### src/hw/rtl/fct_pkg.sv
`default_nettype none

package fct_pkg;

  localparam int unsigned TABLE_DEPTH = 16;
  localparam int unsigned FLOW_IDX_W  = 4;

  localparam logic [15:0] ETH_IPV4   = 16'h0800;
  localparam logic [7:0]  PROTO_ICMP = 8'd1;
  localparam logic [7:0]  PROTO_TCP  = 8'd6;
  localparam logic [7:0]  PROTO_UDP  = 8'd17;

  localparam logic [1:0] ST_OK        = 2'd0;
  localparam logic [1:0] ST_NOT_IPV4  = 2'd1;
  localparam logic [1:0] ST_BAD_PROTO = 2'd2;
  localparam logic [1:0] ST_FULL      = 2'd3;

  // normalized lookup key plus the sender and status of the current packet
  typedef struct packed {
    logic [7:0]  proto;
    logic [63:0] addr_pair;
    logic [31:0] port_pair;
    logic [31:0] snd_addr;
    logic [15:0] snd_port;
    logic [1:0]  status;
  } key_t;

  typedef struct packed {
    logic [7:0]  proto;
    logic [63:0] addr_pair;
    logic [31:0] port_pair;
    logic [31:0] first_addr;
    logic [15:0] first_port;
    logic        established;
  } entry_t;

endpackage

`default_nettype wire

### src/hw/rtl/flow_conn_tracker.sv
// Connection tracker over a flow table held in one synchronous RAM.
// done_o is registered. Non-IPv4 or unsupported protocol finishes without a table scan;
// otherwise valid entries are read in order (one RAM read a cycle) until a hit or, on a miss, all are read.
// Throughput: busy covers the scan; the next packet is accepted while done_o is high.
// done_o pulses one cycle; the receiver cannot stall.
// Reset clears the entry count; table contents are not cleared.
`default_nettype none

module flow_conn_tracker #(
  parameter int unsigned TableDepth = fct_pkg::TABLE_DEPTH
) (
  input  wire logic        clk_i,
  input  wire logic        rst_ni,
  input  wire logic        start,
  output logic             busy,
  input  wire logic [15:0] ether_type_i,
  input  wire logic [7:0]  ip_protocol_i,
  input  wire logic [31:0] ip_saddr_i,
  input  wire logic [31:0] ip_daddr_i,
  input  wire logic [15:0] l4_sport_i,
  input  wire logic [15:0] l4_dport_i,
  output logic             done_o,
  output logic             flow_state_o,
  output logic             direction_o,
  output logic [1:0]       status_o,
  output logic [3:0]       flow_index_o
);

  localparam int unsigned IdxW = (TableDepth > 1) ? $clog2(TableDepth) : 1;
  localparam int unsigned CntW = $clog2(TableDepth + 1);
  localparam int unsigned OutW = fct_pkg::FLOW_IDX_W;

  localparam logic SIdle = 1'b0;
  localparam logic SScan = 1'b1;

  logic            state_q, state_d;
  logic [CntW-1:0] count_q, count_d;
  logic [CntW-1:0] ptr_q, ptr_d;
  logic            cmp_valid_q, cmp_valid_d;
  logic [IdxW-1:0] cmp_idx_q, cmp_idx_d;
  fct_pkg::key_t   key_in;
  fct_pkg::key_t   key_q;

  logic            done_q, done_d;
  logic            fstate_q, fstate_d;
  logic            dir_q, dir_d;
  logic [1:0]      status_q, status_d;
  logic [IdxW-1:0] idx_q, idx_d;

  logic            rd_en;
  fct_pkg::entry_t rd_data;
  logic            wr_en;
  logic [IdxW-1:0] wr_addr;
  fct_pkg::entry_t wr_data;

  logic            accept;
  logic            match;
  logic            fwd;
  logic            last;
  logic            full;
  logic [IdxW+OutW-1:0] idx_ext;

  fct_key u_key (
    .ether_type_i  (ether_type_i),
    .ip_protocol_i (ip_protocol_i),
    .ip_saddr_i    (ip_saddr_i),
    .ip_daddr_i    (ip_daddr_i),
    .l4_sport_i    (l4_sport_i),
    .l4_dport_i    (l4_dport_i),
    .key_o         (key_in)
  );

  fct_table #(
    .TableDepth (TableDepth),
    .IdxW       (IdxW)
  ) u_table (
    .clk_i     (clk_i),
    .wr_en_i   (wr_en),
    .wr_addr_i (wr_addr),
    .wr_data_i (wr_data),
    .rd_en_i   (rd_en),
    .rd_addr_i (ptr_q[IdxW-1:0]),
    .rd_data_o (rd_data)
  );

  assign busy   = (state_q == SScan);
  assign accept = start && !busy;

  // rd_data belongs to entry cmp_idx_q when cmp_valid_q is set
  assign match = cmp_valid_q && (rd_data.proto == key_q.proto) &&
                 (rd_data.addr_pair == key_q.addr_pair) &&
                 (rd_data.port_pair == key_q.port_pair);
  assign fwd   = (rd_data.first_addr == key_q.snd_addr) &&
                 (rd_data.first_port == key_q.snd_port);
  assign last  = (ptr_q == count_q);
  assign full  = (count_q == CntW'(TableDepth));

  always_comb begin
    state_d     = state_q;
    count_d     = count_q;
    ptr_d       = ptr_q;
    cmp_valid_d = 1'b0;
    cmp_idx_d   = cmp_idx_q;
    done_d      = 1'b0;
    fstate_d    = 1'b0;
    dir_d       = 1'b0;
    status_d    = status_q;
    idx_d       = '0;
    rd_en       = 1'b0;
    wr_en       = 1'b0;
    wr_addr     = cmp_idx_q;
    wr_data     = rd_data;

    case (state_q)
      SIdle: begin
        if (accept) begin
          ptr_d = '0;
          if (key_in.status != fct_pkg::ST_OK) begin
            done_d   = 1'b1;
            status_d = key_in.status;
          end else begin
            state_d = SScan;
          end
        end
      end
      SScan: begin
        rd_en       = !last;
        cmp_valid_d = !last;
        cmp_idx_d   = ptr_q[IdxW-1:0];
        if (!last) begin
          ptr_d = ptr_q + CntW'(1);
        end
        if (match) begin
          state_d  = SIdle;
          done_d   = 1'b1;
          status_d = fct_pkg::ST_OK;
          idx_d    = cmp_idx_q;
          if (fwd) begin
            fstate_d = rd_data.established;
          end else begin
            fstate_d                = 1'b1;
            dir_d                   = 1'b1;
            wr_en                   = 1'b1;
            wr_data.established     = 1'b1;
          end
        end else if (last) begin
          state_d = SIdle;
          done_d  = 1'b1;
          if (full) begin
            status_d = fct_pkg::ST_FULL;
          end else begin
            status_d            = fct_pkg::ST_OK;
            idx_d               = count_q[IdxW-1:0];
            wr_en               = 1'b1;
            wr_addr             = count_q[IdxW-1:0];
            wr_data.proto       = key_q.proto;
            wr_data.addr_pair   = key_q.addr_pair;
            wr_data.port_pair   = key_q.port_pair;
            wr_data.first_addr  = key_q.snd_addr;
            wr_data.first_port  = key_q.snd_port;
            wr_data.established = 1'b0;
            count_d             = count_q + CntW'(1);
          end
        end
      end
      default: begin
        state_d = SIdle;
      end
    endcase
  end

  always_ff @(posedge clk_i or negedge rst_ni) begin
    if (!rst_ni) begin
      state_q     <= SIdle;
      count_q     <= '0;
      cmp_valid_q <= 1'b0;
      done_q      <= 1'b0;
    end else begin
      state_q     <= state_d;
      count_q     <= count_d;
      cmp_valid_q <= cmp_valid_d;
      done_q      <= done_d;
    end
  end

  always_ff @(posedge clk_i) begin
    ptr_q     <= ptr_d;
    cmp_idx_q <= cmp_idx_d;
    fstate_q  <= fstate_d;
    dir_q     <= dir_d;
    status_q  <= status_d;
    idx_q     <= idx_d;
    if (accept) begin
      key_q <= key_in;
    end
  end

  assign idx_ext      = {{OutW{1'b0}}, idx_q};
  assign done_o       = done_q;
  assign flow_state_o = fstate_q;
  assign direction_o  = dir_q;
  assign status_o     = status_q;
  assign flow_index_o = idx_ext[OutW-1:0];

  // checks
  a_count_bound: assert property (@(posedge clk_i) disable iff (!rst_ni)
    count_q <= CntW'(TableDepth))
    else $error("entry count above table size");

  a_count_step: assert property (@(posedge clk_i) disable iff (!rst_ni)
    (count_q != $past(count_q)) |-> (count_q == $past(count_q) + CntW'(1)))
    else $error("entry count moved by other than one");

  a_wr_in_scan: assert property (@(posedge clk_i) disable iff (!rst_ni)
    wr_en |-> (state_q == SScan) && (match || last))
    else $error("table write outside lookup decision");

  a_full_status: assert property (@(posedge clk_i) disable iff (!rst_ni)
    (done_q && (status_q == fct_pkg::ST_FULL)) |-> (count_q == CntW'(TableDepth)))
    else $error("table full reported with free entries");

  a_err_zero: assert property (@(posedge clk_i) disable iff (!rst_ni)
    (done_q && (status_q != fct_pkg::ST_OK)) |-> (idx_q == '0) && !fstate_q && !dir_q)
    else $error("error result with nonzero fields");

endmodule

`default_nettype wire

### src/hw/rtl/fct_key.sv
`default_nettype none

module fct_key (
  input  wire logic [15:0] ether_type_i,
  input  wire logic [7:0]  ip_protocol_i,
  input  wire logic [31:0] ip_saddr_i,
  input  wire logic [31:0] ip_daddr_i,
  input  wire logic [15:0] l4_sport_i,
  input  wire logic [15:0] l4_dport_i,
  output fct_pkg::key_t    key_o
);

  logic        is_icmp;
  logic        proto_ok;
  logic [15:0] sp;
  logic [15:0] dp;
  logic        a_lt;
  logic        p_lt;

  assign is_icmp  = (ip_protocol_i == fct_pkg::PROTO_ICMP);
  assign proto_ok = is_icmp || (ip_protocol_i == fct_pkg::PROTO_TCP) ||
                    (ip_protocol_i == fct_pkg::PROTO_UDP);
  assign sp   = is_icmp ? 16'd0 : l4_sport_i;
  assign dp   = is_icmp ? 16'd0 : l4_dport_i;
  assign a_lt = ip_saddr_i < ip_daddr_i;
  assign p_lt = sp < dp;

  always_comb begin
    key_o.proto     = ip_protocol_i;
    key_o.addr_pair = a_lt ? {ip_daddr_i, ip_saddr_i} : {ip_saddr_i, ip_daddr_i};
    key_o.port_pair = p_lt ? {dp, sp} : {sp, dp};
    key_o.snd_addr  = ip_saddr_i;
    key_o.snd_port  = sp;
    if (ether_type_i != fct_pkg::ETH_IPV4) begin
      key_o.status = fct_pkg::ST_NOT_IPV4;
    end else if (!proto_ok) begin
      key_o.status = fct_pkg::ST_BAD_PROTO;
    end else begin
      key_o.status = fct_pkg::ST_OK;
    end
  end

endmodule

`default_nettype wire

### src/hw/rtl/fct_table.sv
`default_nettype none

module fct_table #(
  parameter int unsigned TableDepth = fct_pkg::TABLE_DEPTH,
  parameter int unsigned IdxW       = (TableDepth > 1) ? $clog2(TableDepth) : 1
) (
  input  wire logic            clk_i,
  input  wire logic            wr_en_i,
  input  wire logic [IdxW-1:0] wr_addr_i,
  input  wire fct_pkg::entry_t wr_data_i,
  input  wire logic            rd_en_i,
  input  wire logic [IdxW-1:0] rd_addr_i,
  output fct_pkg::entry_t      rd_data_o
);

  fct_pkg::entry_t mem_q [TableDepth];
  fct_pkg::entry_t rd_data_q;

  always_ff @(posedge clk_i) begin
    if (wr_en_i) begin
      mem_q[wr_addr_i] <= wr_data_i;
    end
  end

  always_ff @(posedge clk_i) begin
    if (rd_en_i) begin
      rd_data_q <= mem_q[rd_addr_i];
    end
  end

  assign rd_data_o = rd_data_q;

endmodule

`default_nettype wire
### config.mk
export PLATFORM = sky130hd
export DESIGN_NAME = flow_conn_tracker
export DESIGN_NICKNAME = d
export VERILOG_FILES = /design/src/hw/rtl/fct_pkg.sv /design/src/hw/rtl/flow_conn_tracker.sv /design/src/hw/rtl/fct_key.sv /design/src/hw/rtl/fct_table.sv
export SDC_FILE = /design/constraint.sdc
export NUM_CORES = 2
export LEC_CHECK = 0
export ABC_AREA = 1
export BUFFER_PORTS_ARGS = -buffer_cell sky130_fd_sc_hd__buf_2
export CAP_MARGIN = 20
export CELL_PAD_IN_SITES_DETAIL_PLACEMENT = 1
export CELL_PAD_IN_SITES_GLOBAL_PLACEMENT = 1
export CORE_ASPECT_RATIO = 1.5
export CORE_UTILIZATION = 25
export DETAILED_ROUTE_END_ITERATION = 12
export HOLD_SLACK_MARGIN = 0.03
export PLACE_DENSITY_LB_ADDON = 0.08
export SLEW_MARGIN = 10
export SYNTH_ARGS = -nofsm -noshare
export SYNTH_HDL_FRONTEND = slang
export SYNTH_SLANG_ARGS = --single-unit
### constraint.sdc
create_clock -name clk_i -period 12.1 [get_ports clk_i]
set_clock_uncertainty 0.05 [all_clocks]
set_input_delay 2.42 -clock clk_i [delete_from_list [all_inputs] [get_ports clk_i]]
set_output_delay 2.42 -clock clk_i [all_outputs]
set_load 0.01 [all_outputs]
==> summary.txt <==
Global route
  – First-pass GRT wire length: 620000 µm
  – Largest net degree at the start of global routing: 186
  – Total Routing Usage GR: 19.4%
  – Antenna violations before repair: 40
  – Vias in the first global route: 76700
  – GR Overflow Total: 0

Clock network
  – CTS tree: done
  – Worst-Skew Late Latency: 970 ps
  – Worst-path clk slew: 60 ps
  – CTS Buffer Depth: 4
  – Post-CTS sizing: 0
  – H-Tree Depth: 5
  – CTS sink cnt: 2778
  – Post-CTS Setup Repair Bufs: 0
  – Post-CTS Hold Buffers: 0
  – Total CTS buffers: 304
  – Clock root buffer: clkbuf_16

STA
  – Slew Viols, Final: 0
  – Fmax: 0.162 GHz
  – Max transition margin: 24.5%
  – Final Hold Vio Count: 0
  – Minimum clock period after layout: 6170 ps
  – RSZ-0062 raised after global routing: no
  – Worst hold slack: 614 ps
  – Setup Viol. Count Final: 0
  – Fin crit share: 51.0%
  – Actual slew at the worst max-slew pin: 1130 ps
  – Setup tns final: 0 ps

Floorplanning
  – Die footprint: 0.450 mm²
  – Row count: 300
  – Io pins: 133
  – Core area: 0.445 mm²
  – Starting Density: 25.1%
  – Die width: 548 µm
  – Die H: 821 µm

Synth
  – Async SR Flop Fraction: 0.288%
  – Top cell type by total area after synthesis: edfxtp_1
  – Top_reg_cell synth: edfxtp_1
  – Post-synth top area share: 74.2%
  – Largest family of logic cells by synthesized area: compound AO/OA/AOI/OAI gates
  – XOR/XNOR share of the synthesized area: 0.666%
  – Syn_nets: 8982
  – Compound-Gate Fraction of Synth Area: 10.6%
  – Area contributors post-synth: edfxtp_1, o21ai_0, nor2_1
  – Seq/Total Area, Yosys: 74.5%
  – Syn Area/Cell: 12.7 µm²
  – Synth warnings: 0
  – Register bit total from synthesis: 2778
  – Post-Syn Area: 0.112 mm²
  – Number of synthesized flops with an enable pin: 2764
  – Adder-cell share of the synthesized area: 0.548%
  – Mux contribution to synthesized area: 0%
  – Simple-Gate Fraction of Synth Area: 10.6%
  – Distinct cells, synth: 40
  – Post-synthesis instance total: 8810

Critical path
  – Setup crit end: u_table.mem_q[4][24]
  – CP Max Fanout: 29
  – R2r worst-path depth: 13
  – Setup CP Type: flip-flop to flip-flop
  – Startpoint Class: flip-flop
  – Setup crit start: u_table.rd_data_o[133]
  – CP required: 12620 ps
  – Arr. time, crit path: 6690 ps
  – Worst R2R Start: u_table.rd_data_o[133]
  – CP endpoint kind: flip-flop
  – Reg2Reg Setup Slack: 5930 ps
  – Reg-to-Reg End: u_table.mem_q[4][24]

Detailed routing
  – DRT Wirelength: 447000 µm
  – DR iter-0 viols: 4894
  – DR vias/cell: 4.85
  – DR WL/cell: 29.7 µm
  – # DRC: 0
  – Vias: 73000
  – Drt pass-1 iters: 7
  – Routed Antenna Nets: 0

Layout
  – Nets@finish: 9094
  – Area Growth Syn to Fin: 15.7%
  – Final core occ: 29.1%
  – Fraction of layout cells with a size suffix above 1: 9.16%
  – Non-Filler Instances: 15100

Pwr
  – Pwr dens: 159 mW/mm²
  – Final Total Pwr: 20.6 mW
  – Peak VDD IR: 0.109 mV
  – Static Leak: 42.7 nW

Run
  – Max cap viols: 0

Hold path
  – Worst hold path depth: 2
  – Min-delay worst type: flip-flop to flip-flop

Placement
  – Buffers on Ports: 132
  – Dpl cells: 14500
  – Final Wtd Congestion: 0.780
  – DP HPWL: 255000 µm

Status
  – Status: finished, final reports clean
worst min path at each step:
stage | start | to | slack (ps)
2_1_floorplan | ptr_q[2] | cmp_idx_q[2] | 370
3_3_place_gp | count_q[4] | count_q[4] | 580
3_5_place_dp | count_q[4] | count_q[4] | 600
4_1_cts | count_q[4] | count_q[4] | 600
5_1_grt | u_table.rd_data_o[50] | u_table.mem_q[15][50] | 630
6_report | u_table.rd_data_o[50] | u_table.mem_q[15][50] | 610
per-stage QoR:
step	worst slack, ps	cell area, µm²
2_1_floorplan	3380	112000
3_3_place_gp	5070	119000
3_5_place_dp	5200	120000
4_1_cts	5730	129000
5_1_grt	5490	129000
6_report	5930	129000
synth_stat cells (5+ instances only):
cell type	count
inv_1	286
nand3_2	5
nand2_1	1165
o22ai_1	369
or2_2	5
nor3_1	13
o221ai_1	252
a21oi_1	26
edfxtp_1	2764
o21ai_0	1276
nand2_2	10
ha_1	49
buf_1	22
nand3_1	371
and2_1	5
buf_2	91
o211ai_1	59
inv_2	5
clkbuf_1	422
dfxtp_1	6
nand4_1	29
xor2_1	30
xnor2_1	55
nor2_1	1376
dfrtp_1	8
a211oi_1	5
o21ai_1	67
buf_4	17
cells in the final DEF, fill, tap and decap left out, drive strengths merged:
| cell | n |
|---|---|
| a211oi | 5 |
| a21oi | 26 |
| and2 | 5 |
| buf | 362 |
| bufinv | 20 |
| clkbuf | 378 |
| clkinv | 121 |
| clkinvlp | 4 |
| dfrtp | 8 |
| dfxtp | 6 |
| diode | 18 |
| edfxtp | 2764 |
| ha | 49 |
| inv | 304 |
| nand2 | 1175 |
| nand3 | 376 |
| nand3b | 2 |
| nand4 | 29 |
| nor2 | 1378 |
| nor3 | 13 |
| nor4 | 3 |
| o211ai | 59 |
| o21a | 2 |
| o21ai | 1345 |
| o221a | 1 |
| o221ai | 252 |
| o22ai | 369 |
| o32ai | 1 |
| o41ai | 1 |
| or2 | 5 |
| or3b | 1 |
| xnor2 | 55 |
| xor2 | 30 |
per-layer routing:
metal | track usage [%] | wire, µm | share of wire, % | vias up
met4 | 4.65 | 10300 | 2.3 | 14
met5 | 0 | 90 | 0.020 | -
met3 | 2.61 | 17100 | 3.8 | 433
met2 | 34.8 | 229000 | 51 | 1245
met1 | 24.5 | 190000 | 43 | 38900
li1 | - | - | - | 32500
flip-flops by register name, indices dropped and copies added (netlist names), 2 cells and up:
register           count
u_table.mem_q       2448
u_table.rd_data_o    153
key_q                152
count_q                5
ptr_q                  5
cmp_idx_q              4
flow_index_o           4
status_o               2
power by group:
group | internal [mW] | switching, mW | total, mW
logic | 0.210 | 0.635 | 0.845
registers | 10.5 | 0.0426 | 10.5
clock network | 5.18 | 4.06 | 9.24
area by class of cell:
class,instances,area [µm²]
diodes,18,45.0
clock buffers,378,8110
clock inverters,155,1340
fillers,47900,316000
inverters,294,1150
multi-input cells,5182,25400
flip-flops and latches,2778,83300
well taps,5889,7370
repair buffers,362,2730
logic make-up (layout without fill, tap and decap cells):
logic type	Yosys count	after routing
simple gates	2987	2987
flops	2778	2778
compound gates	2061	2061
buf+inv	850	1189
xor+xnor	85	85
fa+ha+maj	49	49
other cells	0	18
critical path, stage by stage, from the launching register on:
cell	delay (ps)
edfxtp_1	420
xnor2_1	630
nand2_1	200
nor3_1	570
nand2_1	160
nor2_1	170
nand3_1	80
nor2_1	530
nand3_1	250
nand2_2	190
nand3_2	250
nor2_4	860
buf_4	680
buf_4	610
No activity file was read; power rests on OpenSTA's default activity.
